## src/sv/mcp_pkg.sv

```systemverilog
// ----------------------------------------------------------------------------
// mcp_pkg
// Shared types and constants of the Monte Carlo call option pricer.
// ----------------------------------------------------------------------------
package mcp_pkg;

    typedef struct packed {
        logic signed [15:0] normal_sample;
        logic               last_path;
    } t_req;

    typedef struct packed {
        logic [31:0] option_price;
        logic [31:0] path_count;
        logic        sum_saturated;
    } t_res;

    typedef struct packed {
        logic [31:0] payoff;
        logic        last_path;
    } t_item;

    typedef enum logic [1:0] {
        REG_DRIFT    = 2'd0,
        REG_VOL      = 2'd1,
        REG_DISCOUNT = 2'd2,
        REG_STRIKE   = 2'd3
    } t_reg_idx;

    localparam logic [31:0] DRIFT_RESET    = 32'd6619463;
    localparam logic [15:0] VOL_RESET      = 16'd819;
    localparam logic [16:0] DISCOUNT_RESET = 17'd61719;
    localparam logic [15:0] STRIKE_RESET   = 16'd110;

    localparam logic [30:0] LOG2E_Q30    = 31'd1549082005;
    localparam logic [29:0] LN2_Q30      = 30'd744261118;
    localparam logic [31:0] ONE_Q30      = 32'd1073741824;
    localparam logic [3:0]  TAYLOR_TERMS = 4'd12;
    localparam logic [31:0] MAX32        = 32'hFFFF_FFFF;
    localparam int          FIFO_DEPTH   = 4;

    // floor(2^31 / k) for k in 1..12
    function automatic logic [31:0] recip_q31(input logic [3:0] k);
        logic [31:0] r;
        case (k)
            4'd1:    r = 32'd2147483648;
            4'd2:    r = 32'd1073741824;
            4'd3:    r = 32'd715827882;
            4'd4:    r = 32'd536870912;
            4'd5:    r = 32'd429496729;
            4'd6:    r = 32'd357913941;
            4'd7:    r = 32'd306783378;
            4'd8:    r = 32'd268435456;
            4'd9:    r = 32'd238609294;
            4'd10:   r = 32'd214748364;
            4'd11:   r = 32'd195225786;
            4'd12:   r = 32'd178956970;
            default: r = 32'd0;
        endcase
        return r;
    endfunction

endpackage

```

## src/sv/mcp_back.sv

```systemverilog
// ----------------------------------------------------------------------------
// mcp_back
// Accumulates payoffs and, at the end of a batch, divides, discounts and
// presents the price.
// ----------------------------------------------------------------------------
module mcp_back #(
    parameter int ACC_WIDTH = 64
) (
    input  logic          i_clk,
    input  logic          i_rst_n,
    input  logic          i_valid,
    output logic          o_pop,
    input  mcp_pkg::t_item i_item,
    input  logic [16:0]   i_discount,
    output logic          o_valid,
    input  logic          i_ready,
    output mcp_pkg::t_res o_res
);
    import mcp_pkg::*;

    localparam int CW = $clog2(ACC_WIDTH + 1);

    typedef enum logic [1:0] {B_IDLE, B_DIV, B_OUT} t_state;

    t_state               r_state;
    logic [ACC_WIDTH-1:0] r_sum;
    logic [31:0]          r_cnt;
    logic                 r_sat;
    logic [ACC_WIDTH-1:0] r_quo;
    logic [32:0]          r_rem;
    logic [CW-1:0]        r_bits;
    logic                 r_out_valid;
    t_res                 r_out;

    logic [ACC_WIDTH:0]   w_add;
    logic [ACC_WIDTH-1:0] w_sum;
    logic                 w_sat;
    logic [31:0]          w_cnt;
    logic [33:0]          w_trial;
    logic [31:0]          w_mean;
    logic [48:0]          w_scaled;

    assign w_add = {1'b0, r_sum} + (ACC_WIDTH+1)'(i_item.payoff);
    assign w_sum = w_add[ACC_WIDTH] ? '1 : w_add[ACC_WIDTH-1:0];
    assign w_sat = r_sat | w_add[ACC_WIDTH];
    assign w_cnt = (r_cnt == MAX32) ? r_cnt : r_cnt + 32'd1;

    assign w_trial  = {r_rem, r_quo[ACC_WIDTH-1]};
    assign w_mean   = (|r_quo[ACC_WIDTH-1:32]) ? MAX32 : r_quo[31:0];
    assign w_scaled = w_mean * i_discount;

    assign o_pop   = (r_state == B_IDLE) && i_valid;
    assign o_valid = r_out_valid;
    assign o_res   = r_out;

    always_ff @(posedge i_clk) begin
        if (!i_rst_n) begin
            r_state     <= B_IDLE;
            r_sum       <= '0;
            r_cnt       <= '0;
            r_sat       <= 1'b0;
            r_out_valid <= 1'b0;
        end else begin
            if (r_out_valid && i_ready && (r_state != B_OUT)) begin
                r_out_valid <= 1'b0;
            end
            case (r_state)
                B_IDLE: begin
                    if (i_valid) begin
                        r_sum <= w_sum;
                        r_cnt <= w_cnt;
                        r_sat <= w_sat;
                        if (i_item.last_path) begin
                            r_quo   <= w_sum;
                            r_rem   <= '0;
                            r_bits  <= CW'(ACC_WIDTH);
                            r_state <= B_DIV;
                        end
                    end
                end
                B_DIV: begin
                    if (w_trial >= {2'b0, r_cnt}) begin
                        r_rem <= 33'(w_trial - {2'b0, r_cnt});
                        r_quo <= {r_quo[ACC_WIDTH-2:0], 1'b1};
                    end else begin
                        r_rem <= w_trial[32:0];
                        r_quo <= {r_quo[ACC_WIDTH-2:0], 1'b0};
                    end
                    r_bits <= r_bits - CW'(1);
                    if (r_bits == CW'(1)) begin
                        r_state <= B_OUT;
                    end
                end
                B_OUT: begin
                    if (!r_out_valid || i_ready) begin
                        r_out.option_price  <= (w_scaled[48]) ? MAX32 : w_scaled[47:16];
                        r_out.path_count    <= r_cnt;
                        r_out.sum_saturated <= r_sat;
                        r_out_valid         <= 1'b1;
                        r_sum               <= '0;
                        r_cnt               <= '0;
                        r_sat               <= 1'b0;
                        r_state             <= B_IDLE;
                    end
                end
                default: r_state <= B_IDLE;
            endcase
        end
    end

endmodule

```

## config.mk

```make
export PLATFORM = sky130hd
export DESIGN_NAME = mcp_back
export DESIGN_NICKNAME = d
export VERILOG_FILES = /design/src/sv/mcp_pkg.sv /design/src/sv/mcp_back.sv
export SDC_FILE = /design/constraint.sdc
export NUM_CORES = 2
export LEC_CHECK = 0
export BUFFER_PORTS_ARGS = -buffer_cell sky130_fd_sc_hd__buf_2
export CAP_MARGIN = 20
export CORE_MARGIN = 8
export CORE_UTILIZATION = 33
export CTS_CLUSTER_SIZE = 30
export DETAILED_ROUTE_END_ITERATION = 10
export GPL_ROUTABILITY_DRIVEN = 0
export PLACE_DENSITY = 0.56
export SLEW_MARGIN = 10
export SYNTH_ARGS = -nofsm -noshare
export SYNTH_HDL_FRONTEND = slang
export SYNTH_SLANG_ARGS = --single-unit
```

## constraint.sdc

```tcl
create_clock -name i_clk -period 11.35 [get_ports i_clk]
set_input_delay 0.5675 -clock i_clk [delete_from_list [all_inputs] [get_ports i_clk]]
set_output_delay 0.5675 -clock i_clk [all_outputs]
set_load 0.1 [all_outputs]
```

==> run_results.csv <==
group,metric,value,unit
status,outcome,"finished clean",
synth,yosys.area_share.simple,0.185,
setup_path,path_common_cell,"fa_1",
place,hpwl,70.6,mm
min_path,min-delay-start,"i_item[0]",
synth,synth_top_family_by_area,"adder cells",
clocking,cts_tree,"yes",
floorplanning,die_w,330,um
floorplanning,coreArea,98000,um2
timing,finalCritPeriodShare,0.770,
setup_path,crit_fanout,32,
clocking,cts_made_buffers,35,
clocking,clock_sinks,269,
setup_path,crit_start,"r_quo[33]",
drt,drcViolationCount,0,
synth,synthMuxAreaShare,0.00519,
clocking,cts_resized,0,
grt,busiest_layer,"met2",
timing,skew,26.9,ps
timing,finalHoldViolCount,0,
grt,grt_pass1_vias,25800,
timing,tightestPinTransition,1020,ps
timing,finalSetupTns,0,ps
place,post_dp_cell_area,34100,um2
layout,num-nets-final,4318,
clocking,clock_path_buffers,3,
drt,final_antenna_net_count,0,
setup_path,path_class,"reg -> reg",
layout,fin_cells,4944,
layout,drive_above_1_share,0.0646,
floorplanning,die_h,330,um
synth,syn_nets,4357,
grt,overflow,0,
drt,drt_iter0_drc,1603,
layout,area_growth,8.61,%
min_path,hold_path_class,"in -> reg",
grt,use_met1,0.228,
setup_path,end_kind,"flop",
setup_path,required,11660,ps
drt,avgRoutedWirePerCell,18.9,um
synth,seq_area_frac_synth,0.218,
grt,grt_pass1_wl,147,mm
drt,dr.pass1.iters,5,
clocking,clk_pin_slew_worst_paths,60,ps
timing,maxSlewViolCount,0,
place,port_buffers,120,
drt,drt_wl_total,93.6,mm
clocking,cts_root_buf,"clkbuf_16",
clocking,cts_htree_levels,2,
layout,postLayoutCellArea,35300,um2
synth,postSynthCellCount,3666,
synth,synth.distinct_cells,79,
floorplanning,initial_core_util,0.332,
synth,synth_compound_area_frac,0.121,
grt,use_met2,0.280,
grt,grt_antenna_before_repair,8,
synth,synth_warnings,0,
flow_run,drv_cap,0,
layout,final_common_cell,"inv_1",
timing,timing.fmax,114,MHz
grt,grt_max_degree,105,
drt,viasPerCell,5.14,
setup_path,startpoint_type,"flop",
synth,ys_async_sr_fraction,0,
synth,synth_edf_count,169,
synth,synth-main-ff-cell,"edfxtp_1",
layout,final_cell_mix,"575 x inv_1, 522 x nand2_1, 449 x fa_1",
timing,relSlewSlack,0.317,
synth,synth_xor_area_frac,0.0307,
clocking,hold_buffers,0,
drt,vias,25400,
timing,min_period,8740,ps
setup_path,slowest_delay,680,ps
grt,use_met3,0.0267,
timing,setup_violations,0,
clocking,cts_setup_buffers,0,
synth,synth_fa_ha_area_frac,0.349,
floorplanning,io_pins,121,
synth,syn_area_per_cell,8.87,um2
floorplanning,row_count,115,
timing,rsz0062_at_grt,"no",
grt,grt_use_total,0.170,
setup_path,cp_data_arrival_time,9040,ps
floorplanning,dieArea,109000,um2
synth,synth-seq-cells,269,
place,placed_cells,4876,
setup_path,worst_path_max_delay_cell,"or3_1",
synth,syn_area,32500,um2
clocking,clk_latency,570,ps
timing,worst_hold_slack,330,ps
setup_path,r2r-start,"r_quo[33]",
==> metrics by stage <==
stage               utilization  setup WS, ps
floorplan                     -          2270
global placement          0.348          2610
detailed placement        0.348          2560
CTS                       0.360          2540
global route              0.361          2000
finish                    0.361          2610
==> Yosys cell counts (all sizes together) (12+ instances only) <==
library cell,number,area share
a2111oi,13,0.0057
a211oi,27,0.0064
a21o,74,0.017
a21oi,166,0.026
a31oi,50,0.0096
a41oi,15,0.0040
and2,222,0.043
and3,28,0.0054
and4,12,0.0032
buf,15,0.0025
clkbuf,202,0.023
dfxtp,100,0.062
edfxtp,169,0.16
fa,449,0.28
ha,188,0.072
inv,575,0.066
nand2,524,0.061
nand2b,12,0.0023
nand3,58,0.0089
nand4,38,0.0073
nor2,181,0.021
nor2b,17,0.0033
nor3,41,0.0063
nor4,18,0.0035
o211ai,20,0.0046
o21a,16,0.0037
o21ai,104,0.016
o21bai,12,0.0028
or3,59,0.011
or4,14,0.0033
xnor2,82,0.022
xor2,32,0.0086
==> worst max-delay path, delay by kind of cell (launching register included) <==
kind	cells	cell delay (ps)
flip-flops	1	400
adder cells (fa/ha/maj)	7	3220
buffers and inverters	6	780
AO/OA/AOI/OAI	8	2420
AND/OR/NAND/NOR	5	1610
==> registers in the layout, summed over array words and instances (netlist names) <==
register	cells
r_quo	64
r_cnt	32
r_sat	1
r_bits	7
r_sum	64
r_state	2
o_valid	1
o_res	65
r_rem	33
==> layout make-up <==
cell class,instances,area [um2]
Fill cell,10100,62700
Multi-Input combinational cell,2605,22500
Sequential cell,269,7080
Inverter,575,2160
Tap cell,1287,1610
Clock buffer,39,901
Timing Repair Buffer,141,758
Clock inverter,25,314
Antenna cell,3,7.51
==> final timing paths <==
kind,slack (ps),endpoint,cells after the start
min,330,r_state[0],3
min reg2reg,430,o_res[0],0
max reg2reg,2610,o_res[64],26
max,2610,o_res[64],26
==> kinds of logic (layout without fill, tap and decap cells) <==
kind of cell,after synthesis,after routing
AOI/OAI and AO/OA,590,590
adders and majority gates,637,637
buffers and inverters,792,780
and+or+nand+nor,1248,1248
DFF,269,269
muxes,16,16
xor gates and xnor gates,114,114
other,0,3
==> metal layers <==
| layer | wire length (um) | share of wire |
|---|---|---|
| met5 | 26 | 0.00028 |
| met4 | 3100 | 0.033 |
| met3 | 5150 | 0.055 |
| met2 | 43900 | 0.47 |
| met1 | 41400 | 0.44 |
Power is not shown: default switching activity piles up to over one toggle a cycle in this logic, so the estimate is an artifact.
