===== config.mk =====
export PLATFORM = sky130hd
export DESIGN_NAME = mcp_fifo
export DESIGN_NICKNAME = d
export VERILOG_FILES = /design/src/sv/mcp_pkg.sv /design/src/sv/mcp_fifo.sv
export SDC_FILE = /design/constraint.sdc
export NUM_CORES = 1
export LEC_CHECK = 0
export BUFFER_PORTS_ARGS = -buffer_cell sky130_fd_sc_hd__buf_2
export CAP_MARGIN = 20
export CORE_ASPECT_RATIO = 0.8
export CORE_UTILIZATION = 55
export DETAILED_ROUTE_END_ITERATION = 6
export PLACE_DENSITY_LB_ADDON = 0.12
export SETUP_SLACK_MARGIN = 0.02
export SLEW_MARGIN = 20
export SYNTH_ARGS = -nofsm -noshare
export SYNTH_HDL_FRONTEND = slang
export SYNTH_SLANG_ARGS = --single-unit

===== constraint.sdc =====
create_clock -name i_clk -period 4.2 [get_ports i_clk]
set_input_delay 0.84 -clock i_clk [delete_from_list [all_inputs] [get_ports i_clk]]
set_output_delay 0.84 -clock i_clk [all_outputs]
set_load 0.005 [all_outputs]

===== src/sv/mcp_pkg.sv =====
// ----------------------------------------------------------------------------
// mcp_pkg
// Shared types and constants of the Monte Carlo call option pricer.
// ----------------------------------------------------------------------------
package mcp_pkg;

    typedef struct packed {
        logic signed [15:0] normal_sample;
        logic               last_path;
    } t_req;

    typedef struct packed {
        logic [31:0] option_price;
        logic [31:0] path_count;
        logic        sum_saturated;
    } t_res;

    typedef struct packed {
        logic [31:0] payoff;
        logic        last_path;
    } t_item;

    typedef enum logic [1:0] {
        REG_DRIFT    = 2'd0,
        REG_VOL      = 2'd1,
        REG_DISCOUNT = 2'd2,
        REG_STRIKE   = 2'd3
    } t_reg_idx;

    localparam logic [31:0] DRIFT_RESET    = 32'd6619463;
    localparam logic [15:0] VOL_RESET      = 16'd819;
    localparam logic [16:0] DISCOUNT_RESET = 17'd61719;
    localparam logic [15:0] STRIKE_RESET   = 16'd110;

    localparam logic [30:0] LOG2E_Q30    = 31'd1549082005;
    localparam logic [29:0] LN2_Q30      = 30'd744261118;
    localparam logic [31:0] ONE_Q30      = 32'd1073741824;
    localparam logic [3:0]  TAYLOR_TERMS = 4'd12;
    localparam logic [31:0] MAX32        = 32'hFFFF_FFFF;
    localparam int          FIFO_DEPTH   = 4;

    // floor(2^31 / k) for k in 1..12
    function automatic logic [31:0] recip_q31(input logic [3:0] k);
        logic [31:0] r;
        case (k)
            4'd1:    r = 32'd2147483648;
            4'd2:    r = 32'd1073741824;
            4'd3:    r = 32'd715827882;
            4'd4:    r = 32'd536870912;
            4'd5:    r = 32'd429496729;
            4'd6:    r = 32'd357913941;
            4'd7:    r = 32'd306783378;
            4'd8:    r = 32'd268435456;
            4'd9:    r = 32'd238609294;
            4'd10:   r = 32'd214748364;
            4'd11:   r = 32'd195225786;
            4'd12:   r = 32'd178956970;
            default: r = 32'd0;
        endcase
        return r;
    endfunction

endpackage


===== src/sv/mcp_fifo.sv =====
// ----------------------------------------------------------------------------
// mcp_fifo
// Short queue of payloads between the price front end and the accumulator.
// ----------------------------------------------------------------------------
module mcp_fifo (
    input  logic           i_clk,
    input  logic           i_rst_n,
    input  logic           i_push,
    input  mcp_pkg::t_item i_item,
    output logic           o_full,
    output logic           o_valid,
    input  logic           i_pop,
    output mcp_pkg::t_item o_item
);
    import mcp_pkg::*;

    localparam int AW = $clog2(FIFO_DEPTH);

    t_item         r_mem [FIFO_DEPTH];
    logic [AW-1:0] r_wr;
    logic [AW-1:0] r_rd;
    logic [AW:0]   r_cnt;

    assign o_full  = (r_cnt == (AW+1)'(FIFO_DEPTH));
    assign o_valid = (r_cnt != '0);
    assign o_item  = r_mem[r_rd];

    always_ff @(posedge i_clk) begin
        if (i_push) begin
            r_mem[r_wr] <= i_item;
        end
    end

    always_ff @(posedge i_clk) begin
        if (!i_rst_n) begin
            r_wr  <= '0;
            r_rd  <= '0;
            r_cnt <= '0;
        end else begin
            if (i_push) begin
                r_wr <= r_wr + AW'(1);
            end
            if (i_pop) begin
                r_rd <= r_rd + AW'(1);
            end
            if (i_push && !i_pop) begin
                r_cnt <= r_cnt + (AW+1)'(1);
            end else if (i_pop && !i_push) begin
                r_cnt <= r_cnt - (AW+1)'(1);
            end
        end
    end

endmodule


==> results of run 1 <==
==> power by group through the flow <==
stage,clock [uW],sequential [uW],combinational [uW]
final,1510,1650,254
after global routing,1590,1660,281
after CTS,1540,1650,260
after detailed placement,0,1680,258
after global placement,0,1680,254
after floorplan,0,1660,178
==> worst max-delay path, delay by kind of cell, from the launching register on <==
family                 cells  cell delay, ps
buffers and inverters      2             600
multiplexers               1             590
flip-flops                 1             650
==> per-layer routing <==
metal	track usage (%)	part of all wire [%]
met1	23.89	44
met2	28.98	49
met3	6.373	5.0
met4	8.108	1.2
met5	0	0.14
==> metrics by stage <==
stage | power [uW] | instances | area (sq um) | setup WS, ps | hold WS, ps
6_report | 3421 | 426 | 6281 | 1106 | 528.3
5_1_grt | 3536 | 426 | 6281 | 927.7 | 583.1
4_1_cts | 3451 | 426 | 6281 | 1021 | 517.8
3_5_place_dp | 1940 | 395 | 5679 | 1472 | 508.9
3_3_place_gp | 1935 | 395 | 5679 | 1454 | 484.3
2_1_floorplan | 1835 | 216 | 5255 | 2083 | 467.4
==> logic make-up (layout without fill, tap and decap cells) <==
kind of cell | count (synthesis) | count (layout) | share of synthesized area (%)
mux | 35 | 35 | 14.74
compound gates | 2 | 2 | 0.2381
flops | 141 | 141 | 78.86
buf+inv | 12 | 107 | 2.000
simple gates | 15 | 15 | 1.762
fa+ha+maj | 6 | 6 | 1.571
xor+xnor | 5 | 5 | 0.8335
==> area by class of cell <==
| cell class | count | area, sq um | area share [%] |
|---|---|---|---|
| clock buffers | 18 | 429.2 | 6.833 |
| clock inverters | 13 | 172.7 | 2.749 |
| inverters | 4 | 15.01 | 0.2390 |
| multi-input cells | 63 | 1011 | 16.10 |
| flip-flops and latches | 141 | 4146 | 66.02 |
| well taps | 115 | 143.9 | 2.291 |
| repair buffers | 72 | 362.8 | 5.777 |
==> worst max-delay path by stage <==
stage                      from                    end  slack (ps)
after floorplan           i_pop  r_cnt[2]$_SDFFE_PN0P_        2080
after global placement     flop             o_item[29]        1450
after CTS                  flop             o_item[29]        1020
after detailed placement   flop             o_item[29]        1470
final                      flop             o_item[29]        1110
after global routing       flop             o_item[29]         930
==> cell usage in the layout (no fill, tap or decap), types with 4 or more instances in the layout <==
cell	count
and2_1	5
and2_2	4
edfxtp_1	132
buf_2	71
dfxtp_1	7
bufinv_16	4
inv_1	4
mux4_2	30
clkbuf_16	17
ha_1	5
==> Yosys cell counts <==
master / count
clkbuf_1: 1
nor2b_1: 2
buf_12: 3
buf_6: 1
mux2i_1: 2
and2_1: 9
nor3b_1: 1
o21ai_0: 1
xor2_1: 3
a21boi_0: 1
buf_2: 3
fa_1: 1
mux4_1: 3
inv_1: 4
mux4_2: 30
ha_1: 5
nand2_1: 1
xnor2_1: 2
edfxtp_1: 132
dfxtp_1: 9
or3_1: 2
==> flip-flops by register name (all words and copies together), names as in the netlist, named ones only <==
register and flops:
r_cnt 3, r_mem 132, r_rd 2, r_wr 2
==> out/metrics.yaml, run 1 <==
outcome: "complete, but fails checks"
violations: "design-rule violations"
syn_inst: 216
crit_path_max_incr_delay_ps: 650
fin_nets: 342
fillers: 579
routed_wl_microns: 8324
path_clk_slew_ps: 60
p_switching_uw: 687.0
fmax_mhz: 323.2
drtPass1Iterations: 6
cpMaxStageDelayCell: "dfxtp_2"
grt_pass1_wl_microns: 12850
track_usage_pct: 18.42
cts.sinks: 141
clk_latency_ps: 400
postCtsHoldBufs: 0
swShare_pct: 20.08
antenna_found_initial: 1
crit_type: "flop to output pin"
boundaryPins: 72
synth-seq-cells: 141
post-cts-setup-buffers: 0
start_kind: "flop"
seqPwrFrac_pct: 48.3
hold_depth: 2
finalHoldViolations: 0
grt-ovfl-total: 0
ctsResizeCount: 0
hold_path_class: "flop to flop"
ant_nets: 0
synth.largest_area_cell: "edfxtp_1"
worstReg2RegEnd: "r_mem[0][3]$_DFFE_PP_"
grt_pass1_vias: 2443
vias: 2380
cts_tree: "done"
initial_core_util_pct: 57.41
setup_viol: 0
dieArea_sq_mm: 0.009952
path_max_fanout: 19
diodes: 0
crit_arrival_ps: 2250
route.detailed.drc: 6
p_int_uw: 2734
report.final.slew_viol_count: 0
htree_levels: 4
die_y_microns: 89.43
synth_area_sq_mm: 0.005255
critPathRequiredTime_ps: 3360
ff2ff_setup_slack_ps: 2500
cap_violations: 0
gp_congestion: 0.7187
wl_per_cell_microns: 19.54
grt_max_degree: 34
crit_path_end_kind: "output pin"
rr_startpoint: "r_wr[0]$_SDFFE_PN0P_"
worst-r2r-cell-count: 3
yosys-top-cells-area: "edfxtp_1, mux4_2, dfxtp_1, mux4_1, ha_1"
whs_endpoint: "r_cnt[2]$_SDFFE_PN0P_"
cp_cell_sequence: "buf_4 -> mux4_1 -> buf_2"
timing.final.crit_share_pct: 73.67
ys_warn_count: 0
portBuffers: 71
rsz0062_at_grt: "no"
worst_pin_slew_ps: 892.5
core_sq_mm: 0.009154
die_x_microns: 111.3
via_per_inst: 5.587
postLayoutCoreUtil_pct: 68.62
dp_hpwl_microns: 4619
relSlewSlack_pct: 40.50
avgSynthCellArea_sq_um: 24.33
drive_gt1_share_pct: 43.41
p_per_area_mw_per_mm2: 544.7
root_buffer: "clkbuf_16"
drt-initial-drc-count: 156
synth.distinct_cells: 21
p_leak_uw: 0.002182
fin_setup_tns_ps: 0
cts_buffer_depth: 2
synthToLayoutAreaGrowth_pct: 19.52
ys_seq_area_share_pct: 78.86
pwr-share-comb_pct: 7.4
numCtsBuffers: 17
layout_min_cycle_time_ps: 3094
synth_nets: 259
rows: 31
power_frac_clock_pct: 44.2
irDropWorstVdd_mv: 0.3735
min_from: "r_cnt[2]$_SDFFE_PN0P_"
synth_top_area_share_pct: 75.43
clock_skew_ps: 4.758
(Power assumes the default switching activity.)
==> run 2, diff against run 1 <==
--- a/config.mk
+++ b/config.mk
@@ -5,10 +5,11 @@
 export SDC_FILE = /design/constraint.sdc
 export NUM_CORES = 1
 export LEC_CHECK = 0
+export ABC_AREA = 1
 export BUFFER_PORTS_ARGS = -buffer_cell sky130_fd_sc_hd__buf_2
 export CAP_MARGIN = 20
 export CORE_ASPECT_RATIO = 0.8
-export CORE_UTILIZATION = 55
+export CORE_UTILIZATION = 51
 export DETAILED_ROUTE_END_ITERATION = 6
 export PLACE_DENSITY_LB_ADDON = 0.12
 export SETUP_SLACK_MARGIN = 0.02
==> constraint.sdc (replaced) <==
create_clock -name i_clk -period 2.8 [get_ports i_clk]
set_input_delay 0.56 -clock i_clk [delete_from_list [all_inputs] [get_ports i_clk]]
set_output_delay 0.56 -clock i_clk [all_outputs]
set_load 0.005 [all_outputs]
==> out/metrics.yaml, run 2 <==
outcome: "finished, final reports clean"
p_total_uw: 5285  # +54%
core_sq_mm: 0.01024  # +12%
fin_nets: 502  # +47%
placement.cell_area_sq_mm: 0.005828  # +2.6%
die_x_microns: 116.7  # +4.9%
boundaryPins: 72  # unchanged
mostFrequentLayoutCell: "edfxtp_1"
synth.largest_area_cell: "edfxtp_1"
relSlewSlack_pct: 56.98  # +16 points
ys_seq_area_share_pct: 77.22  # -1.6 points
path_max_fanout: 66  # +47
p_leak_uw: 0.002387  # +9.4%
setup_viol: 0  # unchanged
cts.sinks: 141  # unchanged
routed_wl_microns: 10100  # +21%
synth-compound-area-share_pct: 10.93  # +11 points
synth-seq-cells: 141  # unchanged
p_per_area_mw_per_mm2: 815.6  # +50%
yosys.area_share.adder_pct: 1.539  # -0.033 points
avgSynthCellArea_sq_um: 14.20  # -42%
track_usage_pct: 20.25  # +1.8 points
antenna_found_initial: 0  # -1
crit_type: "flop to output pin"
via_per_inst: 5.247  # -6.1%
synthToLayoutAreaGrowth_pct: 20.75
reg_top3: "r_mem (132), r_cnt (3)"
htree_levels: 4  # unchanged
ctsResizeCount: 0  # unchanged
cts_tree: "done"
wl_per_cell_microns: 16.53  # -15%
synth_edf_count: 132  # unchanged
synth_top_family_by_area: "compound AO/OA/AOI/OAI gates"
worst_slack_ps: 394.7  # -711.1 ps
synthFlopType: "edfxtp_1"
syn_inst: 378  # +75%
path_clk_slew_ps: 60  # about the same
dieArea_sq_mm: 0.01094  # +9.9%
ant_nets: 0  # unchanged
fin_setup_tns_ps: 0  # unchanged
gp_congestion: 0.7041  # -2.0%
irDropWorstVdd_mv: 0.5803  # +55%
dp_hpwl_microns: 5595  # +21%
report.final.slew_viol_count: 0  # unchanged
crit_arrival_ps: 1850  # -400 ps
drive_gt1_share_pct: 23.99  # -19 points
timing.final.crit_share_pct: 85.90
final_cell_mix: "edfxtp_1, nor2_1, buf_2"
numCtsBuffers: 17  # unchanged
grt_pass1_wl_microns: 15820  # +23%
stdcell_area_sq_mm: 0.006480  # +3.2%
clk_latency_ps: 410  # about the same
postCtsHoldBufs: 0  # unchanged
ys_warn_count: 0  # unchanged
hold_path_class: "primary input to flop"
synth_commonest_cells: "edfxtp_1, nor2_1, o21ai_0, o22ai_1, o21ai_1"
post-cts-setup-buffers: 0  # unchanged
clock_skew_ps: 12.37  # +7.607 ps
rows: 33  # +6.5%
post-place-ws_ps: 820.8  # -651.2 ps
critPathRequiredTime_ps: 2240  # -1120 ps
drt-initial-drc-count: 239  # +53%
die_y_microns: 93.75  # +4.8%
yosys-top-cells-area: "edfxtp_1, nor2_1, o21ai_0, o22ai_1, dfxtp_1"
vias: 3206  # +35%
synth-xor-area-share_pct: 0  # -0.83 points
synthMuxAreaShare_pct: 0  # -15 points
grt-ovfl-total: 0  # unchanged
synth-simple-area-share_pct: 6.039  # +4.3 points
grt_pass1_vias: 3153  # +29%
synth_top_area_share_pct: 73.86  # -1.6 points
grt_max_degree: 67  # +97%
portBuffers: 71  # unchanged
diodes: 0  # unchanged
synthArstFlopShare_pct: 0  # unchanged
regMostFlops: "r_mem"
synth.distinct_cells: 20  # -4.8%
largest_reg_flops: 132  # unchanged
cap_violations: 0  # unchanged
start_kind: "flop"
fmax_mhz: 415.8
route.detailed.drc: 0  # -6
drtPass1Iterations: 6  # unchanged
cts_buffer_depth: 2  # unchanged
initial_core_util_pct: 52.41  # -5.0 points
worst_pin_slew_ps: 645.4  # -247.2 ps
finalHoldViolations: 0  # unchanged
post-synth-top-count-cell: "edfxtp_1"
synth_nets: 421  # +63%
crit_path_end_kind: "output pin"
synth_area_sq_mm: 0.005366  # +2.1%
root_buffer: "clkbuf_16"
layout_min_cycle_time_ps: 2405
rsz0062_at_grt: "no"
-- run 2: changes by cell type after synthesis, sizes merged, moves of 9 or more --
| cell | change |
|---|---|
| mux4 | -33 |
| o22ai | +33 |
| inv | +13 |
| buf | +10 |
| nand2 | +9 |
| nor2 | +72 |
| o21ai | +71 |
| and2 | -9 |
-- run 2: logic make-up after synthesis --
group / Yosys count
adder cells (fa/ha/maj): 6
flip-flops: 141
buffers and inverters: 37
AO/OA/AOI/OAI: 109
AND/OR/NAND/NOR: 85
-- run 2: final timing paths --
check | depth (start not counted) | slack [ps] | startpoint | endpoint
min | 1 | 350 | i_item[24] | r_mem[3][24]$_DFFE_PP_
max | 4 | 390 | flop | o_item[8]
max reg2reg | 5 | 1430 | r_wr[0]$_SDFFE_PN0P_ | r_mem[0][8]$_DFFE_PP_
min reg2reg | 1 | 450 | r_rd[1]$_SDFFE_PN0P_ | r_rd[1]$_SDFFE_PN0P_
-- run 2: final cells by class --
class                      instances  area, sq um
multi-input combinational        200        993.5
inverter                          17        63.81
fill                             786         3760
sequential                       141         4145
clock buffer                      19        432.9
timing repair buffer              82        450.4
tap                              140        175.2
clock inverter                    12        219.0
-- run 2: power breakdown --
group / total, uW / switching [uW] / internal [uW]
clock network: 2460 / 805 / 1660
registers: 2430 / 24.9 / 2400
logic: 391 / 246 / 146
-- run 2: per-layer routing --
layer,part of all wire [%],GRT usage (%),routed length [microns]
met1,44,24.38,4491
met2,49,33.78,4972
met3,5.2,6.323,530
met4,1.1,8.439,107
met5,0,0,0
-- run 2: metrics by stage --
stage / utilization [%] / hold WS (ps) / cells
2_1_floorplan: - / 411.5 / 378
3_3_place_gp: 56.92 / 438.4 / 580
3_5_place_dp: 56.92 / 435.5 / 580
4_1_cts: 63.28 / 346.2 / 611
5_1_grt: 63.28 / 350.1 / 611
6_report: 63.28 / 353.5 / 611
-- run 2: worst max-delay path, cell delays in order (launching register included) --
cell	delay, ps
dfxtp_2	330
buf_4	510
o21ai_0	220
o22ai_1	210
buf_2	140
